<file path="config.mk">
export PLATFORM = sky130hd
export DESIGN_NAME = integer_set_table_unit_flat
export DESIGN_NICKNAME = d
export VERILOG_FILES = /design/src/rtl/istu_pkg.sv /design/src/rtl/istu_req_if.sv /design/src/rtl/istu_rsp_if.sv /design/src/rtl/istu_cell.sv /design/src/rtl/integer_set_table_unit.sv /design/src/flat_wrapper.sv
export SDC_FILE = /design/constraint.sdc
export NUM_CORES = 2
export LEC_CHECK = 0
export BUFFER_PORTS_ARGS = -buffer_cell sky130_fd_sc_hd__buf_4
export CORE_MARGIN = 5
export CORE_UTILIZATION = 63
export DETAILED_ROUTE_END_ITERATION = 10
export PLACE_DENSITY_LB_ADDON = 0.25
export SLEW_MARGIN = 15
export SYNTH_ARGS = -nofsm -noshare
export SYNTH_HDL_FRONTEND = slang
export SYNTH_SLANG_ARGS = --single-unit
</file>
<file path="constraint.sdc">
create_clock -name clk_i -period 3.95 [get_ports clk_i]
set_input_delay 0.79 -clock clk_i [delete_from_list [all_inputs] [get_ports clk_i]]
set_output_delay 0.79 -clock clk_i [all_outputs]
set_load 0.02 [all_outputs]
</file>
<file path="src/rtl/istu_pkg.sv">
// ---------------------------------------------------------------------------
// istu_pkg: shared types and constants of the integer set table
// Holds the table size, the request and status codes, the token word that
// travels along the cell chain and the command word broadcast to its cells.
// ---------------------------------------------------------------------------
`default_nettype none

package istu_pkg;

  // Table size and derived widths
  localparam int unsigned Capacity = 64;
  localparam int unsigned CntW     = $clog2(Capacity + 1);
  localparam int unsigned ValueW   = 32;
  localparam int unsigned KindW    = 2;
  localparam int unsigned StatusW  = 2;
  localparam int unsigned CountW   = 7;

  // Request codes
  localparam logic [KindW-1:0] KIND_INSERT = 2'd0;
  localparam logic [KindW-1:0] KIND_ERASE  = 2'd1;
  localparam logic [KindW-1:0] KIND_QUERY  = 2'd2;

  // Result codes
  localparam logic [StatusW-1:0] ST_OK   = 2'd0;
  localparam logic [StatusW-1:0] ST_MISS = 2'd1;
  localparam logic [StatusW-1:0] ST_FULL = 2'd2;

  // Search token handed from cell to cell
  typedef struct packed {
    logic active;  // token sits at this cell's input
    logic hit;     // an earlier cell holds the value
    logic free;    // an earlier cell is free
  } istu_tok_t;

  // Broadcast command from the controller to every cell
  typedef struct packed {
    logic              ins_we;  // write value into the marked free cell
    logic              ers_we;  // drop the marked matching cell
    logic [ValueW-1:0] value;   // search key and write data
  } istu_cmd_t;

endpackage

`default_nettype wire

</file>
<file path="src/rtl/istu_req_if.sv">
// ---------------------------------------------------------------------------
// istu_req_if: request channel of the integer set table
// Carries one request word: operation kind and value.
// ---------------------------------------------------------------------------
`default_nettype none

interface istu_req_if;
  import istu_pkg::*;

  logic                     valid;
  logic                     ready;
  logic [KindW-1:0]         kind;
  logic signed [ValueW-1:0] value;

  modport source (output valid, kind, value, input ready);
  modport sink   (input valid, kind, value, output ready);
endinterface

`default_nettype wire

</file>
<file path="src/rtl/istu_rsp_if.sv">
// ---------------------------------------------------------------------------
// istu_rsp_if: response channel of the integer set table
// Carries one result word: status, element count and empty flag.
// ---------------------------------------------------------------------------
`default_nettype none

interface istu_rsp_if;
  import istu_pkg::*;

  logic               valid;
  logic               ready;
  logic [StatusW-1:0] status;
  logic [CountW-1:0]  count;
  logic               is_empty;

  modport source (output valid, status, count, is_empty, input ready);
  modport sink   (input valid, status, count, is_empty, output ready);
endinterface

`default_nettype wire

</file>
<file path="src/rtl/istu_cell.sv">
// ---------------------------------------------------------------------------
// istu_cell: one entry of the integer set table
// Holds one value and its valid bit, compares it when the search token
// passes, remembers whether it matched or was the first free entry, and
// applies the broadcast commit to itself.
// ---------------------------------------------------------------------------
`default_nettype none

module istu_cell
  import istu_pkg::*;
(
  input  wire       clk_i,
  input  wire       rst_ni,
  input  istu_tok_t tok_i,
  input  istu_cmd_t cmd_i,
  output istu_tok_t tok_o,
  output logic      valid_o
);

  logic [ValueW-1:0] value_q;
  logic              valid_q;
  logic              hit_mark_q;
  logic              free_mark_q;
  istu_tok_t         tok_q;
  logic              my_hit;
  logic              my_free;

  // Compare against the key; only the first free cell claims the slot
  assign my_hit  = valid_q && (value_q == cmd_i.value);
  assign my_free = !valid_q && !tok_i.free;

  // Pass the token on, folding in this cell's result
  always_ff @(posedge clk_i or negedge rst_ni) begin
    if (!rst_ni) begin
      tok_q <= '0;
    end else begin
      tok_q.active <= tok_i.active;
      tok_q.hit    <= tok_i.hit | my_hit;
      tok_q.free   <= tok_i.free | my_free;
    end
  end

  // Remember this cell's role while the token passes
  always_ff @(posedge clk_i or negedge rst_ni) begin
    if (!rst_ni) begin
      hit_mark_q  <= 1'b0;
      free_mark_q <= 1'b0;
    end else if (tok_i.active) begin
      hit_mark_q  <= my_hit;
      free_mark_q <= my_free;
    end
  end

  // Apply the commit: fill the marked free cell or drop the marked hit
  always_ff @(posedge clk_i or negedge rst_ni) begin
    if (!rst_ni) begin
      valid_q <= 1'b0;
    end else if (cmd_i.ins_we && free_mark_q) begin
      valid_q <= 1'b1;
    end else if (cmd_i.ers_we && hit_mark_q) begin
      valid_q <= 1'b0;
    end
  end

  // Stored value needs no reset
  always_ff @(posedge clk_i) begin
    if (cmd_i.ins_we && free_mark_q) begin
      value_q <= cmd_i.value;
    end
  end

  assign tok_o   = tok_q;
  assign valid_o = valid_q;

endmodule

`default_nettype wire

</file>
<file path="src/rtl/integer_set_table_unit.sv">
// ---------------------------------------------------------------------------
// integer_set_table_unit: bounded set of 32-bit signed integers
// Insert, erase and membership query over a chain of Capacity cells.
// ---------------------------------------------------------------------------
// A request is taken only while idle; its search token then walks the cell
//   chain one cell per cycle, and the result is loaded once the token leaves
//   the chain's end and any waiting result has been taken.
// The result register lets a new request start while a result waits.
// Reset clears every valid bit, the element count and all handshakes at once.
`default_nettype none

module integer_set_table_unit
  import istu_pkg::*;
(
  input  wire          clk_i,
  input  wire          rst_ni,
  istu_req_if.sink     req_i,
  istu_rsp_if.source   rsp_o
);

  localparam logic [1:0] S_IDLE = 2'd0;
  localparam logic [1:0] S_SCAN = 2'd1;
  localparam logic [1:0] S_DONE = 2'd2;

  logic [1:0]          state_q, state_d;
  logic [KindW-1:0]    kind_q;
  logic [ValueW-1:0]   value_q;
  logic                hit_q;
  logic                free_q;
  istu_tok_t           tok0_q, tok0_d;
  logic [CntW-1:0]     cnt_q, cnt_d;
  logic                out_valid_q, out_valid_d;
  logic [StatusW-1:0]  out_status_q;
  logic [CountW-1:0]   out_cnt_q;
  logic                out_empty_q;

  istu_tok_t           tok [Capacity+1];
  logic [Capacity-1:0] valid_vec;
  istu_cmd_t           cmd;
  logic                req_fire;
  logic                drain_ok;
  logic                commit;
  logic [StatusW-1:0]  status_c;

  assign req_fire    = req_i.valid && req_i.ready;
  assign req_i.ready = (state_q == S_IDLE);
  assign drain_ok    = !out_valid_q || rsp_o.ready;
  assign commit      = (state_q == S_DONE) && drain_ok;

  // Cell chain
  assign tok[0] = tok0_q;
  for (genvar i = 0; i < Capacity; i++) begin : g_cell
    istu_cell u_cell (
      .clk_i   (clk_i),
      .rst_ni  (rst_ni),
      .tok_i   (tok[i]),
      .cmd_i   (cmd),
      .tok_o   (tok[i+1]),
      .valid_o (valid_vec[i])
    );
  end

  // Decide status and count change from the finished search
  always_comb begin
    status_c   = ST_MISS;
    cnt_d      = cnt_q;
    cmd.value  = value_q;
    cmd.ins_we = 1'b0;
    cmd.ers_we = 1'b0;
    case (kind_q)
      KIND_INSERT: begin
        if (hit_q) begin
          status_c = ST_MISS;
        end else if (!free_q) begin
          status_c = ST_FULL;
        end else begin
          status_c   = ST_OK;
          cmd.ins_we = commit;
          if (commit) cnt_d = cnt_q + CntW'(1);
        end
      end
      KIND_ERASE: begin
        if (hit_q) begin
          status_c   = ST_OK;
          cmd.ers_we = commit;
          if (commit && (cnt_q != '0)) cnt_d = cnt_q - CntW'(1);
        end
      end
      default: begin
        status_c = hit_q ? ST_OK : ST_MISS;
      end
    endcase
  end

  // Sequence one request: launch token, wait for chain end, commit
  always_comb begin
    state_d     = state_q;
    tok0_d      = '0;
    out_valid_d = out_valid_q && !rsp_o.ready;
    unique case (state_q)
      S_IDLE: begin
        if (req_fire) begin
          tok0_d.active = 1'b1;
          state_d       = S_SCAN;
        end
      end
      S_SCAN: begin
        if (tok[Capacity].active) state_d = S_DONE;
      end
      S_DONE: begin
        if (drain_ok) begin
          out_valid_d = 1'b1;
          state_d     = S_IDLE;
        end
      end
      default: state_d = S_IDLE;
    endcase
  end

  // Control registers
  always_ff @(posedge clk_i or negedge rst_ni) begin
    if (!rst_ni) begin
      state_q     <= S_IDLE;
      tok0_q      <= '0;
      cnt_q       <= '0;
      out_valid_q <= 1'b0;
    end else begin
      state_q     <= state_d;
      tok0_q      <= tok0_d;
      cnt_q       <= cnt_d;
      out_valid_q <= out_valid_d;
    end
  end

  // Request and result payload
  always_ff @(posedge clk_i) begin
    if (req_fire) begin
      kind_q  <= req_i.kind;
      value_q <= req_i.value;
    end
    if ((state_q == S_SCAN) && tok[Capacity].active) begin
      hit_q  <= tok[Capacity].hit;
      free_q <= tok[Capacity].free;
    end
    if (commit) begin
      out_status_q <= status_c;
      out_cnt_q    <= CountW'(cnt_d);
      out_empty_q  <= (cnt_d == '0);
    end
  end

  assign rsp_o.valid    = out_valid_q;
  assign rsp_o.status   = out_status_q;
  assign rsp_o.count    = out_cnt_q;
  assign rsp_o.is_empty = out_empty_q;

  // Count always matches the valid bits held by the cells
  a_cnt_match: assert property (@(posedge clk_i) disable iff (!rst_ni)
    cnt_q == CntW'($countones(valid_vec)))
    else $error("element count differs from valid cells");

  // At most one search token at the head and the end of the chain
  a_one_tok: assert property (@(posedge clk_i) disable iff (!rst_ni)
    $onehot0({tok0_q.active, tok[Capacity].active}))
    else $error("more than one search token in flight");

  // Token only travels while scanning
  a_tok_scan: assert property (@(posedge clk_i) disable iff (!rst_ni)
    tok[Capacity].active |-> state_q == S_SCAN)
    else $error("chain end token outside scan");

  // A commit always loads a result
  a_commit_out: assert property (@(posedge clk_i) disable iff (!rst_ni)
    commit |=> out_valid_q && state_q == S_IDLE)
    else $error("commit did not present a result");

endmodule

`default_nettype wire
</file>
<file path="src/flat_wrapper.sv">
// flat-port wrapper written by rule: the top's interface ports become plain ports
module integer_set_table_unit_flat import istu_pkg::*;
  (clk_i, rst_ni, req_i_valid, req_i_kind, req_i_value, req_i_ready, rsp_o_valid, rsp_o_status, rsp_o_count, rsp_o_is_empty, rsp_o_ready);
  istu_req_if req_i_i ();
  istu_rsp_if rsp_o_i ();
  input  wire clk_i;
  input  wire rst_ni;
  input wire logic [$bits(req_i_i.valid)-1:0] req_i_valid;
  input wire logic [$bits(req_i_i.kind)-1:0] req_i_kind;
  input wire logic [$bits(req_i_i.value)-1:0] req_i_value;
  output wire logic [$bits(req_i_i.ready)-1:0] req_i_ready;
  output wire logic [$bits(rsp_o_i.valid)-1:0] rsp_o_valid;
  output wire logic [$bits(rsp_o_i.status)-1:0] rsp_o_status;
  output wire logic [$bits(rsp_o_i.count)-1:0] rsp_o_count;
  output wire logic [$bits(rsp_o_i.is_empty)-1:0] rsp_o_is_empty;
  input wire logic [$bits(rsp_o_i.ready)-1:0] rsp_o_ready;
  assign req_i_i.valid = req_i_valid;
  assign req_i_i.kind = req_i_kind;
  assign req_i_i.value = req_i_value;
  assign req_i_ready = req_i_i.ready;
  assign rsp_o_valid = rsp_o_i.valid;
  assign rsp_o_status = rsp_o_i.status;
  assign rsp_o_count = rsp_o_i.count;
  assign rsp_o_is_empty = rsp_o_i.is_empty;
  assign rsp_o_i.ready = rsp_o_ready;
  integer_set_table_unit u_core (.clk_i(clk_i), .rst_ni(rst_ni), .req_i(req_i_i), .rsp_o(rsp_o_i));
endmodule
</file>
# Yosys cells after proc, flatten, opt, wreduce, memory -nomap -nowiden
# Index checks and enable logic that the tools add are counted.
# totals
ff_bits,2489
inputBits,38
# classes
reduce_logical,459
n_bitwise,126
mux,151
n_addsub,2
n_eq_ne,70
# ops
operator,n
32-bit == test,64
1-bit logical AND,260
1-bit 2-to-1 mux,138
1-bit zero test,129
2-bit nonzero test,64
1-bit OR,126
7-bit 2-to-1 mux,5
7-bit case mux with 2 select lines,1
2-bit 2-to-1 mux,6
"7-bit by 1-bit adder with 7-bit output, second input constant",1
7-bit zero test,1
7-bit nonzero test,1
"7-bit by 1-bit subtractor with 7-bit output, second input constant",1
2-bit case mux with 3 select lines,1
"2-bit by 1-bit == test with 1-bit output, second input constant",2
2-bit zero test,2
"2-bit != test, second input constant",2
3-bit AND reduction,1
"2-bit == test, second input constant",1
"2-bit by 1-bit != test with 1-bit output, second input constant",1
1-bit logical OR,1

# Depth between registers and ports, before layout
# logic_depth
depth_word,8
ltp_mapped,9
ltp_nobuf,8

# By module
# Synthesis repeated with hierarchy kept, for this count alone.
# unflattened
cells_unflattened,6082
area_unflattened_um2,99852.0
# by_module_without_submodules
module,instances,area_per_inst_um2,cells_per_inst
istu_cell,64,1526.5,93
integer_set_table_unit,1,2158.3,130

# Worst setup path before layout
# No wires, ideal clock.
# synth_timing
path_type,register to register
start,register u_core.value_q[14]
end,register u_core.g_cell[36].u_cell.hit_mark_q
stages_incl_launch_ff,10
synth_period_minus_slack_ns,3.204
path_slack_ns,0.746
t_arrival_ns,3.139
setup_time_ns,0.065
t_required_ns,3.885
path_cell_list,edfxtp_1 buf_2 buf_2 buf_1 xnor2_1 nand4_1 nor4_1 nand3_1 nor4_1 mux2_2
# synth_via
elab_chain_cells,2
# synth_lines
element,line,rtl
from (decl),integer_set_table_unit.sv:27,logic [ValueW-1:0] value_q;
from (signal assigned),integer_set_table_unit.sv:139,value_q <= req_i.value;
32-bit == test,istu_cell.sv:29,assign my_hit = valid_q && (value_q == cmd_i.value);
1-bit logical AND,istu_cell.sv:29,
to (signal assigned),istu_cell.sv:49,hit_mark_q <= my_hit;
to (decl),istu_cell.sv:22,logic hit_mark_q;
# Every way passes these cells.
# A chain may end at the register's enable or synchronous reset.

# Worst setup path after layout
# layout_timing
start,register u_core.value_q[12]
end,register u_core.g_cell[6].u_cell.hit_mark_q
# layout_via
elab_chain_cells,2
# layout_lines
element,line
32-bit == test,istu_cell.sv:29
1-bit logical AND,istu_cell.sv:29
to (signal assigned),istu_cell.sv:49
to (decl),istu_cell.sv:22
# Every way passes these cells.

==> flow_summary.ini <==
[critical_path]
critPathMaxStageDelay_ns = 1.18
path_cells = buf_4 > xnor2_1 > nand4_1 > nor4_1 > nand4_1 > or4_1 > mux2i_1
cp_common_cell = nand4_1
crit_slowest_cell = edfxtp_1
startpoint_type = register
worstSetupPathType = reg -> reg
crit_path_end_kind = register
crit_fanout = 11
critPathArrivalTime_ns = 4.11
critPathRequiredTime_ns = 4.73

[grt]
grt_usage_pct = 27.7
busiest_layer = met2
met1_usage_pct = 38.7
grt_antenna_before_repair = 3
grt-ovfl-total = 0
met3_usage_pct = 4.15
grt_pass1_wl_um = 347000
grt_pass1_vias = 54200
grt_max_degree = 90
met2_usage_pct = 46.0

[sta]
maxSlewHeadroom_pct = 16.9
period_minus_slack_ns = 3.32
setup_viol = 0
fin_tns_setup_ns = 0
hold_viol = 0
rsz0062_at_grt = no
slew_violations = 0
fmax_mhz = 301
worst_pin_slew_ns = 1.25
finalClockSkew_ns = 0.0734
timing.final.crit_share_pct = 84.1

[floorplan]
dieArea_um2 = 168000
fp.dieH_um = 410
die_w_um = 410
io_pins = 50
core_um2 = 159000
rows = 146
start_util_pct = 63.4

[clocking]
cts_buffers = 235
cts_tree = yes
clk_pin_slew_ns = 0.06
clockRootBuffer = clkbuf_16
cts_resized = 0
worst_skew_pair.late_latency_ns = 0.88
cts.sinks = 2489
cts_max_level = 4
clockBufferDepth = 3

[finish]
finish.net_count = 6568
areaGrowthSynthToFinish_pct = 13.2
utilization_pct = 71.8
drive_gt1_share_pct = 12.2
nFillCells = 9590

[yosys]
avgSynthCellArea_um2 = 16.4
synthTopCellsByCount = edfxtp_1, xnor2_1, nand4_1, dfrtp_1, xor2_1
syn_nets = 6183
synth_top_cell_by_area = edfxtp_1
synth_seq_cells = 2489
synth_area_um2 = 101000
synthArstFlopShare_pct = 15.9
ys.flop_type = edfxtp_1
synth_cells = 6141
yosysTopAreaCellShare_pct = 62.5
synthTopCellsByArea = edfxtp_1, xnor2_1, dfrtp_1
yosysSeqAreaShare_pct = 72.4
ys_warn_count = 0
ys_types = 58
synth_edf_count = 2094
yosysMostFrequentCell = edfxtp_1

[detailed_routing]
antenna_left = 0
wire_per_inst_um = 26.2
drt-total-wl_um = 231000
drc_errors = 0
num_vias = 53000
vias_per_cell = 6.02
firstDrtPassIters = 6
dr.first_iter.drc_count = 5498

[place]
portBuffers = 49
gp_congestion = 0.819
hpwl_um = 133000

[power_and_ir_drop]
p_total_w = 0.0502
vdd_drop_max_uv = 443
static-leakage-power_nw = 37.9
power.density_nw_per_um2 = 441

[run]
cap_violations = 0

[outcome]
status = completed

[worst_hold_path]
hold_class = in -> reg
layout make-up:
cell class                 count  area [um^2]  share of cell area [%]
antenna                        1         2.50                 0.00220
sequential                  2489        72800                    63.9
timing repair buffer         387         4270                    3.75
tap                         2072         2590                    2.28
inverter                      82          308                   0.270
multi-input combinational   3331        26300                    23.1
clock buffer                 345         6660                    5.85
clock inverter               103          943                   0.828
logic make-up after synthesis:
family	share of synthesized area, %
AOI/OAI and AO/OA	0.796
xor gates and xnor gates	17.7
adders and majority gates	0.0498
buffers and inverters	1.45
DFF	72.4
muxes	1.37
and+or+nand+nor	6.29
critical path: cells and delay by family (launching register included):
kind,cells,cell delay [ns]
mux,1,0.15
xor+xnor,1,0.13
buf+inv,1,0.35
simple gates,4,1.44
flops,1,1.18
path summary, 6_finish.rpt:
kind | startpoint | to | slack, ns | cells past startpoint
setup / recovery | u_core.value_q[12] | u_core.g_cell[6].u_cell.hit_mark_q | 0.63 | 7
min in group asynchronous | rst_ni | u_core.cnt_q[2] | 0.56 | 2
hold reg to reg | u_core.g_cell[56].u_cell.tok_o[1] | u_core.g_cell[57].u_cell.tok_o[1] | 0.40 | 1
hold / removal | req_i_value[20] | u_core.value_q[20] | 0.1 | 1
max in group asynchronous | rst_ni | u_core.g_cell[32].u_cell.tok_o[0] | 2.34 | 3
setup reg to reg | u_core.value_q[12] | u_core.g_cell[6].u_cell.hit_mark_q | 0.63 | 7
per-stage QoR:
stage	cell area (um^2)	worst slack, ns	std cells	hold slack, ns
3_3_place_gp	106000	0.853	8360	0.407
6_report	114000	0.627	8810	0.0961
3_5_place_dp	106000	0.826	8360	0.417
2_1_floorplan	101000	0.746	6141	0.390
4_1_cts	114000	0.722	8809	0.0347
5_1_grt	114000	0.518	8809	0.0525
state kept, by name, summed over array words and instances, names as in the netlist:
signal,flops
u_core.g_cell.u_cell.value_q,2048
u_core.g_cell.u_cell.tok_o,192
u_core.g_cell.u_cell.free_mark_q,64
u_core.g_cell.u_cell.hit_mark_q,64
u_core.g_cell.u_cell.valid_o,64
u_core.value_q,32
u_core.cnt_q,7
u_core.rsp_o.count,7
u_core.kind_q,2
u_core.rsp_o.status,2
u_core.state_q,2
u_core.free_q,1
u_core.hit_q,1
u_core.rsp_o.is_empty,1
u_core.rsp_o.valid,1
u_core.tok,1
layout by cell type, fill, tap and decap left out, types with 82 or more instances in the layout:
master	netlist	routed
edfxtp_1	2094	2094
xnor2_1	1693	1693
nand4_1	427	427
dfrtp_1	395	395
xor2_1	337	337
buf_4	2	277
clkbuf_16	0	239
nor4_1	150	150
nand2b_1	119	119
buf_12	0	108
inv_1	82	82
per-layer routing:
metal  vias to the layer above  share of wire, %
met2                      2094                49
met1                     27500                41
li1                      23000                 -
met3                       400               6.9
met4                         2               2.9
met5                         -            0.0039
power by group:
part | switching [W] | internal, W
clock | 0.00960 | 0.0124
sequential | 0.00000275 | 0.0281
combinational | 0.0000965 | 0.0000354
total | 0.00970 | 0.0405
what timing repair did:
item,CTS,global route
hold endpoints to repair,6,0
setup buffers,0,0
hold buffers,1,0
endpoints found under the setup margin,0,0
No activity file was read; power rests on OpenSTA's default activity.
